<file path="config.mk">
export PLATFORM = sky130hd
export DESIGN_NAME = four_button_debounce_events
export DESIGN_NICKNAME = d
export VERILOG_FILES = /design/src/fbde_pkg.sv /design/src/four_button_debounce_events.sv
export SDC_FILE = /design/constraint.sdc
export NUM_CORES = 1
export LEC_CHECK = 0
export ABC_CLOCK_PERIOD_IN_PS = 6400
export BUFFER_PORTS_ARGS = -buffer_cell sky130_fd_sc_hd__buf_2
export CORE_ASPECT_RATIO = 0.9
export CORE_MARGIN = 5
export CORE_UTILIZATION = 57
export CTS_CLUSTER_SIZE = 12
export DETAILED_ROUTE_END_ITERATION = 6
export GPL_TIMING_DRIVEN = 0
export PLACE_DENSITY = 0.86
export SLEW_MARGIN = 5
export SYNTH_ARGS = -nofsm -noshare
export SYNTH_HDL_FRONTEND = slang
export SYNTH_SLANG_ARGS = --single-unit
</file>
<file path="constraint.sdc">
create_clock -name clk -period 6.4 [get_ports clk]
set_input_delay 0.32 -clock clk [delete_from_list [all_inputs] [get_ports clk]]
set_output_delay 0.32 -clock clk [all_outputs]
set_load 0.01 [all_outputs]
</file>
<file path="src/fbde_pkg.sv">
package fbde_pkg;

  // Configuration register indexes.
  localparam int unsigned CFG_IDX_W = 2;
  localparam logic [CFG_IDX_W-1:0] REG_DEBOUNCE   = 2'd0;
  localparam logic [CFG_IDX_W-1:0] REG_LONG_PRESS = 2'd1;

  // Reset values of the configuration registers.
  localparam logic [15:0] DEBOUNCE_RESET   = 16'd50;
  localparam logic [15:0] LONG_PRESS_RESET = 16'd3000;

  // Event codes.
  localparam logic [2:0] EV_NONE  = 3'd0;
  localparam logic [2:0] EV_PREV  = 3'd1;
  localparam logic [2:0] EV_START = 3'd2;
  localparam logic [2:0] EV_NEXT  = 3'd3;
  localparam logic [2:0] EV_MODE  = 3'd4;

  // One scan: raw active-low levels and a timestamp.
  typedef struct packed {
    logic [3:0]  button_levels;
    logic [31:0] now_ms;
  } in_item_t;

  // One result of a scan.
  typedef struct packed {
    logic [2:0]  button_event;
    logic        beep;
    logic [3:0]  pressed_mask;
    logic [31:0] hold_duration_ms;
  } out_item_t;

endpackage

</file>
<file path="src/four_button_debounce_events.sv">
// Debouncer for four active-low buttons with short-press detection on the
// mode button (button 3).
// Input channel (in_valid/in_ready/in_data): one scan per item, carrying the
// raw button levels and a millisecond timestamp. Output channel
// (out_valid/out_ready/out_data): exactly one result item per scan, in order.
// Configuration channel (cfg_valid/cfg_ready/cfg_index/cfg_data): index 0 is
// the debounce time, index 1 the long-press limit; other indexes are ignored.
// cfg_ready is always high; write only while no scan is in flight.
// An accepted scan is held in the input register while the debounce logic
// and state update feed the result register from it. Throughput is one
// scan per cycle while the receiver does not stall, limited by the single
// time-difference subtract and compare per button between the two registers.
// When the receiver stalls, the result register holds and the input register
// still takes one more scan; in_ready drops only when both are full.
// Reset (synchronous, active high) empties both registers, marks all buttons
// released with a change time of zero, clears the mode hold timer and
// restores the configuration registers to 50 ms and 3000 ms.
module four_button_debounce_events #(
  parameter int unsigned TIME_BITS = 32
) (
  input  logic                           clk,
  input  logic                           rst,
  input  logic                           in_valid,
  output logic                           in_ready,
  input  fbde_pkg::in_item_t             in_data,
  output logic                           out_valid,
  input  logic                           out_ready,
  output fbde_pkg::out_item_t            out_data,
  input  logic                           cfg_valid,
  output logic                           cfg_ready,
  input  logic [fbde_pkg::CFG_IDX_W-1:0] cfg_index,
  input  logic [15:0]                    cfg_data
);
  import fbde_pkg::*;

  // Configuration registers.
  logic [15:0] debounce_ms;
  logic [15:0] long_press_ms;

  // Input register.
  logic     s_valid;
  in_item_t s_data;

  // Debounce state.
  logic [3:0]           stable_level;
  logic [TIME_BITS-1:0] change_time [4];
  logic [3:0]           pressed_flags;
  logic                 mode_held;
  logic [TIME_BITS-1:0] hold_start;

  // Scan logic signals.
  logic                 advance;
  logic [TIME_BITS+31:0] now_wide;
  logic [TIME_BITS-1:0] now_t;
  logic [3:0]           take;
  logic [3:0]           lvl;
  logic [TIME_BITS-1:0] held_diff;
  logic [TIME_BITS+31:0] held_wide;
  logic                 short_press;
  logic                 mode_release;
  out_item_t            result_next;
  logic [3:0]           pressed_next;

  assign cfg_ready = 1'b1;

  // The scan in the input register moves on when the result register is free.
  assign advance  = s_valid && (!out_valid || out_ready);
  assign in_ready = !s_valid || advance;

  // Timestamp brought to the internal time width.
  assign now_wide  = {{TIME_BITS{1'b0}}, s_data.now_ms};
  assign now_t     = now_wide[TIME_BITS-1:0];
  assign lvl       = s_data.button_levels;
  assign held_diff = now_t - hold_start;
  assign held_wide = {32'd0, held_diff};

  // Per-button acceptance of a level change.
  always_comb begin
    for (int i = 0; i < 4; i++) begin
      take[i] = (lvl[i] != stable_level[i]) &&
                ((now_t - change_time[i]) > TIME_BITS'(debounce_ms));
    end
  end

  assign mode_release = take[3] && lvl[3];
  assign short_press  = held_diff < TIME_BITS'(long_press_ms);

  // Result of the scan; the highest button number wins the event.
  always_comb begin
    for (int i = 0; i < 4; i++) begin
      pressed_next[i] = take[i] ? !lvl[i] : pressed_flags[i];
    end
    result_next.button_event = EV_NONE;
    if (take[0] && !lvl[0]) begin
      result_next.button_event = EV_PREV;
    end
    if (take[1] && !lvl[1]) begin
      result_next.button_event = EV_START;
    end
    if (take[2] && !lvl[2]) begin
      result_next.button_event = EV_NEXT;
    end
    if (mode_release && short_press) begin
      result_next.button_event = EV_MODE;
    end
    result_next.beep         = |(take & ~lvl);
    result_next.pressed_mask = pressed_next;
    if (mode_held && !take[3]) begin
      result_next.hold_duration_ms = held_wide[31:0];
    end else begin
      result_next.hold_duration_ms = 32'd0;
    end
  end

  // Configuration writes.
  always_ff @(posedge clk) begin
    if (rst) begin
      debounce_ms   <= DEBOUNCE_RESET;
      long_press_ms <= LONG_PRESS_RESET;
    end else if (cfg_valid && cfg_ready) begin
      unique case (cfg_index)
        REG_DEBOUNCE:   debounce_ms   <= cfg_data;
        REG_LONG_PRESS: long_press_ms <= cfg_data;
        default:        ;
      endcase
    end
  end

  // Input register.
  always_ff @(posedge clk) begin
    if (rst) begin
      s_valid <= 1'b0;
    end else if (in_ready) begin
      s_valid <= in_valid;
    end
  end

  always_ff @(posedge clk) begin
    if (in_valid && in_ready) begin
      s_data <= in_data;
    end
  end

  // Debounce state update.
  always_ff @(posedge clk) begin
    if (rst) begin
      stable_level  <= 4'hF;
      pressed_flags <= 4'h0;
      mode_held     <= 1'b0;
      hold_start    <= '0;
      for (int i = 0; i < 4; i++) begin
        change_time[i] <= '0;
      end
    end else if (advance) begin
      pressed_flags <= pressed_next;
      for (int i = 0; i < 4; i++) begin
        if (take[i]) begin
          stable_level[i] <= lvl[i];
          change_time[i]  <= now_t;
        end
      end
      if (take[3]) begin
        mode_held  <= !lvl[3];
        hold_start <= lvl[3] ? '0 : now_t;
      end
    end
  end

  // Result register.
  always_ff @(posedge clk) begin
    if (rst) begin
      out_valid <= 1'b0;
    end else if (advance) begin
      out_valid <= 1'b1;
    end else if (out_ready) begin
      out_valid <= 1'b0;
    end
  end

  always_ff @(posedge clk) begin
    if (advance) begin
      out_data <= result_next;
    end
  end

`ifndef SYNTHESIS
  // A beep means a press was accepted, so some button shows as pressed.
  assert property (@(posedge clk) disable iff (rst)
    out_valid && out_data.beep |-> out_data.pressed_mask != 4'h0)
    else $error("beep without any pressed button");

  // A hold time is only reported while the mode button is pressed.
  assert property (@(posedge clk) disable iff (rst)
    out_valid && !out_data.pressed_mask[3] |-> out_data.hold_duration_ms == 32'd0)
    else $error("hold time reported with mode button released");

  // A mode event comes from a release, so the mode button is no longer pressed.
  assert property (@(posedge clk) disable iff (rst)
    out_valid && out_data.button_event == EV_MODE |-> !out_data.pressed_mask[3])
    else $error("mode event while mode button pressed");

  // Press events always come with a beep.
  assert property (@(posedge clk) disable iff (rst)
    out_valid && (out_data.button_event == EV_PREV || out_data.button_event == EV_START ||
                  out_data.button_event == EV_NEXT) |-> out_data.beep)
    else $error("press event without beep");

  // The hold flag tracks the mode button's pressed flag.
  assert property (@(posedge clk) disable iff (rst)
    mode_held == pressed_flags[3])
    else $error("mode hold flag out of step with pressed flag");
`endif

endmodule
</file>
==> impl_metrics.toml <==
[clock_network]
tritoncts = "done"
cts-root-buf = "clkbuf_16"
clkSinkCount = 279
insertion_delay_ns = 0.59
cts-buffers-inserted = 31
clk_path_buf_depth = 3
clk_pin_slew_ns = 0.07
cts.htree.levels = 1

[timing]
tightestPinTransition_ns = 1.227
hold_ws_ns = 0.01361
finalCritPeriodShare_pct = 96.82
fmax_mhz = 161.4
period_needed_ns = 6.197
relSlewSlack_pct = 17.11
maxSlewViolCount = 0
setup_viol = 0
hold_viol = 0
fin_skew_ns = 0.02169

[placement]
routabilityCongestion = 0.9409
io_buffer_count = 100
placed_cell_area_um2 = 22890
dp_hpwl_mm = 51.43

[floorplanning]
die_area_um2 = 42140
die_y_um = 195.2
core_area_um2 = 37470
start_util_pct = 58.00
std_cell_rows = 67
die_w_um = 215.8
ios = 102

[synthesis]
syn_inst = 2461
yosysSeqAreaShare_pct = 35.10
postSynth.asyncResetShare_pct = 0
ys_warn_count = 0
synth_top_family_by_area = "compound AO/OA/AOI/OAI gates"
syn_nets = 2759
yosys.area_share.adder_pct = 13.93
synth_area_um2 = 21730
yosys.area_share.simple_pct = 17.30
synth_edf_count = 204
synth_area_per_cell_um2 = 8.831
yosys.cell_types.count = 96
synth_compound_area_share_pct = 21.77
synth-seq-cells = 279
synth_flop_cell = "edfxtp_1"
synth-xor-area-share_pct = 4.554
muxShareOfSynthArea_pct = 0.9557

[detailed_routing]
wl_mm = 67.47
detail_route.iter0.violations = 2052
firstDrtPassIters = 7
via_per_inst = 6.322
via_count = 19983
avgRoutedWirePerCell_um = 21.34
final_antenna_net_count = 0
drc = 8

[worst_setup_path]
crit_family = "compound AO/OA/AOI/OAI gates"
crit_type = "flip-flop to flip-flop"
crit_arrival_ns = 6.49
required_ns = 6.70
critical-path-max-stage-delay_ns = 0.62
worstSetupEndpointType = "flip-flop"
crit_chain = "ha_1 -> o21a_1 -> o31a_1 -> o21a_1 -> o21ai_1 -> nor2b_1 -> o21ai_0 -> xor2_1 -> ha_1 -> nand4_1 -> a2111oi_0 -> a211oi_1 -> a21oi_1 -> nor4b_1 -> nand4_1 -> nor4_2 -> and4_2 -> buf_4 -> o21ai_1 -> clkbuf_1 -> nor2_1"
start_kind = "flip-flop"
path_max_fanout = 10
slowest_stage = "edfxtp_1"
critPathBufInv = 2

[worst_hold_path]
hold_class = "input pin to flip-flop"

[global_route]
grt_pass1_wl_mm = 103.9
busiest_layer = "met2"
gr-usage-met1_pct = 40.21
grt_max_degree = 42
use_met3_pct = 4.661
use_met2_pct = 49.66
antenna_found_initial = 0
grt_usage_pct = 30.69
grt_overflow = 0
grt_pass1_vias = 19319

[pwr]
power_density_nw_per_um2 = 229.9
vdd_ir_drop_max_v = 0.0002532
cellLeakagePower_nw = 10.15

[outcome]
failed_checks = "design-rule violations"
status = "finished with violations"

[cells_and_area]
syn_to_final_growth_pct = 12.60
nets = 2951
n_antenna_cell = 0
final_util_pct = 65.30
final_cell_area_um2 = 24470
drive_gt1_share_pct = 10.04

[job]
maxCapViolations = 0
-- layer usage --
metal  routed length [um]  vias up
li1                     -     9324
met1                27160     9362
met2                29970     1080
met3                 6127      217
met4                 4216        0
met5                    0        -
-- flip-flops by register name, summed over array words and instances (netlist names) --
| signal | cells |
|---|---|
| change_time | 128 |
| debounce_ms | 16 |
| hold_start | 32 |
| long_press_ms | 16 |
| lvl | 4 |
| mode_held | 1 |
| now_t | 32 |
| out_data | 40 |
| out_valid | 1 |
| pressed_flags | 4 |
| s_valid | 1 |
| stable_level | 4 |
-- where the power goes --
group | switching, mW | leakage, nW | internal (mW) | total [mW]
Clock | 0.752 | 0.487 | 1.01 | 1.76
Combinational | 1.06 | 6.96 | 0.678 | 1.74
Sequential | 0.0840 | 2.70 | 2.04 | 2.13
-- logic make-up after synthesis --
kind of cell	Yosys count
simple gates	752
compound gates	706
buf+inv	351
flops	279
fa+ha+maj	239
xor+xnor	113
mux	20
other cells	1
-- layout make-up --
cell class / count / area, um^2
inverters: 267 / 1002
clock buffers: 45 / 860.8
repair buffers: 159 / 1089
plain buffers: 84 / 390.4
multi-input cells: 1831 / 12770
flip-flops and latches: 279 / 7627
well taps: 483 / 604.3
fillers: 2960 / 13000
clock inverters: 13 / 122.6
-- placed cells by master, fill, tap and decap left out, types with 27 or more instances in the layout --
| master | n |
|---|---|
| o22ai_2 | 29 |
| a21o_1 | 61 |
| ha_1 | 234 |
| nor2_1 | 175 |
| and2_1 | 47 |
| clkbuf_16 | 32 |
| nor3_1 | 61 |
| and3_1 | 47 |
| a21oi_1 | 235 |
| o21a_1 | 31 |
| edfxtp_1 | 204 |
| nor2b_1 | 27 |
| nand3_1 | 37 |
| nand2_1 | 205 |
| nand4_1 | 46 |
| inv_1 | 265 |
| o21ai_0 | 129 |
| dfxtp_1 | 75 |
| buf_2 | 116 |
| dlygate4sd3_1 | 48 |
| xnor2_1 | 71 |
| clkbuf_1 | 68 |
| xor2_1 | 42 |
-- synth_stat cells, types with 11 or more instances --
library cell / count / area [um^2]
nand2_1: 206 / 773.2
dfxtp_1: 75 / 1501
nor2b_1: 27 / 168.9
nand3_1: 37 / 185.2
a31oi_1: 13 / 81.33
nor4_1: 12 / 75.07
ha_1: 234 / 2928
clkbuf_1: 57 / 214.0
a21oi_1: 235 / 1176
o211ai_1: 26 / 195.2
inv_1: 266 / 998.5
or3_1: 11 / 68.82
o21ai_0: 133 / 665.6
buf_2: 17 / 85.08
xnor2_1: 71 / 621.9
a211oi_1: 26 / 195.2
nor3_1: 61 / 305.3
o21a_1: 31 / 232.7
nor2_1: 175 / 656.9
a21o_1: 61 / 457.9
nand4_1: 46 / 287.8
mux2i_1: 14 / 140.1
o22ai_2: 29 / 362.9
and3_1: 47 / 294.0
nand2b_1: 15 / 93.84
edfxtp_1: 204 / 6126
nor3b_1: 22 / 165.2
xor2_1: 42 / 367.9
o21bai_1: 20 / 150.1
and2_1: 48 / 300.3
-- worst paths after layout --
kind / cells after the start / start / endpoint / slack [ns]
setup / recovery: 21 / now_t[2] / out_data[27] / 0.20
hold / removal: 3 / cfg_data[12] / long_press_ms[12] / 0.01
setup reg to reg: 21 / now_t[2] / out_data[27] / 0.20
hold reg to reg: 2 / debounce_ms[14] / debounce_ms[14] / 0.46
-- stage by stage --
step | TNS [ns] | power, mW | cells | worst slack (ns)
floorplan | 0 | 3.351 | 2461 | 0.2495
global placement | -62.60 | 3.744 | 3044 | -1.169
detailed placement | -31.50 | 3.801 | 3046 | -0.4842
CTS | 0 | 5.572 | 3154 | 0.1045
global route | -0.008549 | 5.900 | 3161 | -0.008549
finish | 0 | 5.626 | 3161 | 0.2033
-- timing repair --
| action | CTS | global route |
|---|---|---|
| endpoints found under the hold margin | 49 | 0 |
| resized for setup | 5 | 9 |
| hold buffers | 48 | 0 |
| setup buffers | 2 | 7 |
| endpoints found under the setup margin | 113 | 211 |
| pin swaps | 0 | 2 |
-- worst min-delay path: cells and delay by family --
family,cells,cell delay [ns]
AOI/OAI and AO/OA,1,0.05
and+or+nand+nor,1,0.06
buffers and inverters,1,0.11
Power figures use the tool's default switching activity.
